## config.mk

```make
export PLATFORM = sky130hd
export DESIGN_NAME = ktm_ctrl
export DESIGN_NICKNAME = d
export VERILOG_FILES = /design/src/rtl/ktm_pkg.sv /design/src/rtl/ktm_ctrl.sv
export SDC_FILE = /design/constraint.sdc
export NUM_CORES = 1
export LEC_CHECK = 0
export BUFFER_PORTS_ARGS = -buffer_cell sky130_fd_sc_hd__clkbuf_2
export CAP_MARGIN = 20
export CORE_AREA = 4 4 41 43
export CTS_BUF_LIST = sky130_fd_sc_hd__clkbuf_16
export CTS_CLUSTER_DIAMETER = 50
export DETAILED_ROUTE_END_ITERATION = 12
export DIE_AREA = 0 0 45 47
export SETUP_SLACK_MARGIN = 0.3
export SYNTH_ARGS = -nofsm -noshare
export SYNTH_HDL_FRONTEND = slang
export SYNTH_SLANG_ARGS = --single-unit
```

## constraint.sdc

```tcl
create_clock -name i_clk -period 3.85 [get_ports i_clk]
set_input_delay 0.77 -clock i_clk [delete_from_list [all_inputs] [get_ports i_clk]]
set_output_delay 0.77 -clock i_clk [all_outputs]
set_load 0.03 [all_outputs]
```

## src/rtl/ktm_pkg.sv

```systemverilog
// Shared types and constants for the keyword trie matcher.
package ktm_pkg;

    localparam int unsigned MODE_W = 2;
    localparam int unsigned CHAR_W = 8;
    localparam int unsigned CODE_W = 8;
    localparam int unsigned LEN_W  = 8;

    typedef enum logic [MODE_W-1:0] {
        MODE_INS_CHAR   = 2'd0,
        MODE_INS_END    = 2'd1,
        MODE_MATCH_CHAR = 2'd2,
        MODE_MATCH_END  = 2'd3
    } t_mode;

    // Controller to datapath.
    typedef struct packed {
        logic latch;       // input beat taken
        logic fe_rd;       // read head-of-list pointer of cursor node
        logic take_fe;     // capture head pointer
        logic edge_rd;     // read current edge
        logic take_edge;   // compare edge, follow hit or sibling
        logic miss;        // list exhausted
        logic alloc_edge;  // write new edge, relink cursor node, clear new code
        logic alloc_node;  // terminate new node list, advance cursor and counts
        logic store_code;  // write accept code at cursor
        logic code_rd;     // read accept code at cursor
        logic take_code;   // capture accept code
        logic respond;     // load output register and restart walk
    } t_ktm_cmd;

    // Datapath to controller.
    typedef struct packed {
        t_mode mode;
        logic  failed;
        logic  stopped;
        logic  edge_none;
        logic  hit;
        logic  full;
        logic  out_free;
    } t_ktm_sts;

endpackage

```

## src/rtl/ktm_ctrl.sv

```systemverilog
// Sequencer for the trie walk: accept, list search, allocation and response.
module ktm_ctrl import ktm_pkg::*; (
    input  logic     i_clk,
    input  logic     i_rst_n,
    input  logic     i_s_tvalid,
    output logic     o_s_tready,
    input  t_ktm_sts i_sts,
    output t_ktm_cmd o_cmd
);

    typedef enum logic [3:0] {
        S_IDLE,
        S_DISPATCH,
        S_FE_WAIT,
        S_CHECK,
        S_EDGE_WAIT,
        S_ALLOC_EDGE,
        S_ALLOC_NODE,
        S_CODE_WAIT,
        S_RESP
    } t_state;

    t_state r_state;
    t_state n_state;

    always_comb begin
        n_state = r_state;
        o_cmd   = '0;
        case (r_state)
            S_IDLE: begin
                if (i_s_tvalid) begin
                    o_cmd.latch = 1'b1;
                    n_state     = S_DISPATCH;
                end
            end
            S_DISPATCH: begin
                case (i_sts.mode)
                    MODE_INS_CHAR: begin
                        if (i_sts.failed) begin
                            n_state = S_IDLE;
                        end else begin
                            o_cmd.fe_rd = 1'b1;
                            n_state     = S_FE_WAIT;
                        end
                    end
                    MODE_MATCH_CHAR: begin
                        if (i_sts.stopped) begin
                            n_state = S_IDLE;
                        end else begin
                            o_cmd.fe_rd = 1'b1;
                            n_state     = S_FE_WAIT;
                        end
                    end
                    MODE_INS_END: begin
                        o_cmd.store_code = !i_sts.failed;
                        n_state          = S_RESP;
                    end
                    MODE_MATCH_END: begin
                        o_cmd.code_rd = 1'b1;
                        n_state       = S_CODE_WAIT;
                    end
                    default: n_state = S_IDLE;
                endcase
            end
            S_FE_WAIT: begin
                o_cmd.take_fe = 1'b1;
                n_state       = S_CHECK;
            end
            S_CHECK: begin
                if (i_sts.edge_none) begin
                    o_cmd.miss = 1'b1;
                    if (i_sts.mode == MODE_INS_CHAR && !i_sts.full) begin
                        n_state = S_ALLOC_EDGE;
                    end else begin
                        n_state = S_IDLE;
                    end
                end else begin
                    o_cmd.edge_rd = 1'b1;
                    n_state       = S_EDGE_WAIT;
                end
            end
            S_EDGE_WAIT: begin
                o_cmd.take_edge = 1'b1;
                n_state         = i_sts.hit ? S_IDLE : S_CHECK;
            end
            S_ALLOC_EDGE: begin
                o_cmd.alloc_edge = 1'b1;
                n_state          = S_ALLOC_NODE;
            end
            S_ALLOC_NODE: begin
                o_cmd.alloc_node = 1'b1;
                n_state          = S_IDLE;
            end
            S_CODE_WAIT: begin
                o_cmd.take_code = 1'b1;
                n_state         = S_RESP;
            end
            S_RESP: begin
                // hold until the output register frees up
                if (i_sts.out_free) begin
                    o_cmd.respond = 1'b1;
                    n_state       = S_IDLE;
                end
            end
            default: n_state = S_IDLE;
        endcase
    end

    always_ff @(posedge i_clk) begin
        if (!i_rst_n) begin
            r_state <= S_IDLE;
        end else begin
            r_state <= n_state;
        end
    end

    assign o_s_tready = (r_state == S_IDLE);

endmodule

```

* Word level (Yosys, flattened, before mapping) *
Index checks and enable logic that the tools add are counted.
Widths: inputs -> output; s select.

storage, ports and cells
  latch bits = 0
  bits in writable memories = 0
  ROM bits = 0
  memories = 0
  input port bits = 11
  register bits = 4
  word-level logic and storage cells = 49

operators by class
  reductions and logical operators = 6
  eq/ne operators = 13
  magnitude comparators = 0
  shift operators = 0
  bitwise logic cells = 0
  muxes and demuxes = 29
  div/mod/pow operators = 0
  $mul = 0
  $add $sub $neg = 0

operators by type and width
  operator            number
  $pmux 4 s8          1
  $mux 1              18
  $eq 4x3->1 const B  4
  $pmux 4 s4          1
  $eq 4x2->1 const B  2
  $mux 2              4
  $mux 4              2
  $mux 3              2
  $eq 2x2->1 const B  2
  $eq 4x1->1 const B  1
  $eq 4x4->1 const B  1
  $logic_not 4->1     1
  $ne 2x2->1 const B  2
  $eq 2x1->1 const B  1
  $logic_not 1->1     2
  $logic_not 2->1     1
  $pmux 1 s2          1
  $reduce_and 2->1    1
  $logic_and 1x1->1   1

* Depth between registers and ports, before layout *
  depth after elaboration = 5
  mapped depth = 4

* Worst setup path before layout *
OpenSTA, ideal clock, no wires.

  path type = flip-flop to output port
  from = register r_state[1]
  to = output port o_cmd[11] (netlist bit)
  data arrival time = 1.947 ns
  setup slack = 1.133 ns
  data required time = 3.080 ns
  cell stages (with the launch flop) = 4
  buffers on the path = 1
  cells stage by stage = dfxtp_1 > buf_4 > nor4_1 > and2_1

RTL lines
  item                    line             text
  from (decl)             ktm_ctrl.sv:23   t_state r_state;
  from (signal assigned)  ktm_ctrl.sv:113  r_state <= n_state;
  to (decl)               ktm_ctrl.sv:8    output t_ktm_cmd o_cmd

==> results.cfg <==
[placed_design]
placedInstanceArea_um2 = 542
placement.io_buffers = 23
dp_hpwl_um = 799
gp_congestion = 0.770

[setup_path]
timing.critical_path.required_ns = 3.08
timing.critical_path.to = o_cmd[3]
cpPeakStageDelay_ns = 0.51
critical_path.endpoint_type = output pin
critical_path_depth = 4
cpMaxStageDelayCell = sky130_fd_sc_hd__dfxtp_1
timing.critical_path.fanout_max = 11
criticalPathCategory = reg -> out
crit_path_start = r_state[0]$_SDFFE_PN0P_
timing.critical_path.cells = nor4b_4 > and3b_1 > nor2b_1 > clkbuf_2
worstPathBufferInverterCount = 1
timing.critical_path.from_type = flop
worst_r2r_endpoint = r_state[2]$_SDFFE_PN0P_
worst-r2r-cell-count = 3
rrSetupSlack_ns = 2.43
cp_data_arrival_time_ns = 1.65
path_delay_family = simple AND/OR/NAND/NOR gates
rr_startpoint = r_state[2]$_SDFFE_PN0P_

[final_layout]
post_route_cells_drive_above_1_share_pct = 41.6
fin_area_um2 = 617
seqCellArea_um2 = 80.1
multi_input_area_um2 = 313
layout-area-overhead-vs-synth_pct = 41.3
num-fill-cells = 140
design.final.nets = 90
share_of_the_core_filled_with_cells_pct = 47.4
reg.largest.list = r_state x4
max_flop_register = r_state
num_antenna_cells = 0
largest_reg_flops = 4

[timing]
final_hold_viol_count = 0
finalCriticalPeriod_ns = 2.42
maxSlewViolCount = 0
post-route-period-util_pct = 63.0
worst_slew_margin_rel_pct = 72.4
setup-violations-final = 0
achievable-frequency_mhz = 412
tightestPinTransition_ns = 0.413
rsz0062_at_grt = no
final.setup.tns_ns = 0
finalClockSkew_ns = 0.00401

[synthesis]
post_synth_inst_count = 55
synth_nets = 66
synth_ff_type = sky130_fd_sc_hd__dfxtp_1
synth_top_area_share_pct = 18.3
most_common_cell_in_the_synthesized_netlist = sky130_fd_sc_hd__nor2_1
post_synth_main_area_contributors = sky130_fd_sc_hd__dfxtp_1, sky130_fd_sc_hd__nand2b_1, sky130_fd_sc_hd__nor4b_4
syn_avg_cell_area_um2 = 7.94
ys_seq_area_share_pct = 18.3
asr_flop_ratio_synth_pct = 0
netlist.top_cell.by_area = sky130_fd_sc_hd__dfxtp_1
synth_enable_flop_cells = 0
synthTopCellsByCount = sky130_fd_sc_hd__nor2_1, sky130_fd_sc_hd__dfxtp_1, sky130_fd_sc_hd__inv_1, sky130_fd_sc_hd__nand2_1, sky130_fd_sc_hd__nand2b_1
netlist-cell-type-count = 30
synth_warnings = 0
seq_cells_post_synth = 4
syn_area_um2 = 437

[status]
run_status = finished clean

[detailed_routing]
antenna_violating_nets_post_route = 0
drcViolationCount = 0
avgRoutedWirePerCell_um = 11.1
dr.first_iter.drc_count = 5
firstDrtPassIters = 4
detail_route.wirelength_mm = 1.02
num_vias = 456
drt-vias-per-instance = 4.96

[global_routing]
grt_pass1_wl_mm = 1.75
antenna_found_initial = 0
grt-ovfl-total = 0
first_global_vias = 413
grt_max_degree = 13
grt_use_total_pct = 11.8

[power_and_ir_drop]
pwr_per_cell_area_mw_per_mm2 = 438
p_leak_uw = 0.000306
worst_case_vdd_ir_drop_uv = 268

[floorplan]
die_width_um = 45
core_region_area_mm2 = 0.00130
top_level_ports = 24
rows = 13
chipHeight_um = 47
start_util_pct = 33.6
floorplan.die_area_mm2 = 0.00212

[clock_tree]
cts.htree.levels = 1
tritoncts = done
cts_buf_count = 3
ctsHoldBuffers = 0
cts-root-to-sink-buffers = 2
clkLatencyLatePin_ns = 0.23
numClockSinks = 4
post-cts-setup-buffers = 0
cts-resized-gates = 0
clock-root-buffer = sky130_fd_sc_hd__clkbuf_16
clk_pin_slew_ns = 0.03

[flow_run]
max_cap_violations = 0

[min_path]
hold_path_class = reg -> reg
## report_power, final
group,internal (uW),switching [uW]
clock network,133,29.8
logic,23.5,31.3
registers,44.6,8.27
total,201,69.4
## logic make-up after synthesis
logic type / synth area share [%]
muxes: 2.29
buffers and inverters: 10.0
AOI/OAI and AO/OA: 20.1
and+or+nand+nor: 49.3
DFF: 18.3
## metal layers
metal	GRT usage, %	up-vias	wire (um)
met3	4.60	2	70
met1	15.5	199	439
met5	0	-	0
li1	-	243	-
met4	7.02	0	10
met2	16.1	12	497
## worst min-delay path by stage
stage	startpoint	endpoint	slack (ns)	cells after the start
floorplan	r_state[3]$_SDFFE_PN0P_	r_state[1]$_SDFFE_PN0P_	0.52	2
global placement	r_state[3]$_SDFFE_PN0P_	r_state[1]$_SDFFE_PN0P_	0.68	1
detailed placement	r_state[3]$_SDFFE_PN0P_	r_state[1]$_SDFFE_PN0P_	0.68	1
CTS	r_state[3]$_SDFFE_PN0P_	r_state[1]$_SDFFE_PN0P_	0.68	1
global route	r_state[3]$_SDFFE_PN0P_	r_state[1]$_SDFFE_PN0P_	0.74	1
finish	r_state[3]$_SDFFE_PN0P_	r_state[1]$_SDFFE_PN0P_	0.68	1
## layout by cell type, fill, tap and decap left out, types with 2 or more instances in the layout
master / instances
sky130_fd_sc_hd__nand2_1: 4
sky130_fd_sc_hd__nand2b_1: 4
sky130_fd_sc_hd__o21ai_0: 2
sky130_fd_sc_hd__clkbuf_2: 23
sky130_fd_sc_hd__dfxtp_1: 4
sky130_fd_sc_hd__nor3_1: 3
sky130_fd_sc_hd__nand3_1: 2
sky130_fd_sc_hd__nor2b_1: 2
sky130_fd_sc_hd__nor2_1: 6
sky130_fd_sc_hd__inv_1: 4
sky130_fd_sc_hd__and2_1: 3
sky130_fd_sc_hd__clkbuf_16: 3
## final cells by class
| type | instances | area share, % |
|---|---|---|
| clock buffers | 3 | 12.2 |
| flip-flops and latches | 4 | 13.0 |
| well taps | 15 | 3.04 |
| repair buffers | 23 | 18.7 |
| inverters | 4 | 2.43 |
| multi-input cells | 43 | 50.7 |
## stage by stage
step	hold slack (ns)	total power [uW]	instances	worst slack, ns
final	0.684	270	92	1.43
after detailed placement	0.681	109	89	1.58
after global placement	0.683	109	89	1.59
after floorplan	0.524	93.7	55	1.13
after global routing	0.735	282	92	1.28
after CTS	0.681	275	92	1.40
(Power assumes the default switching activity.)
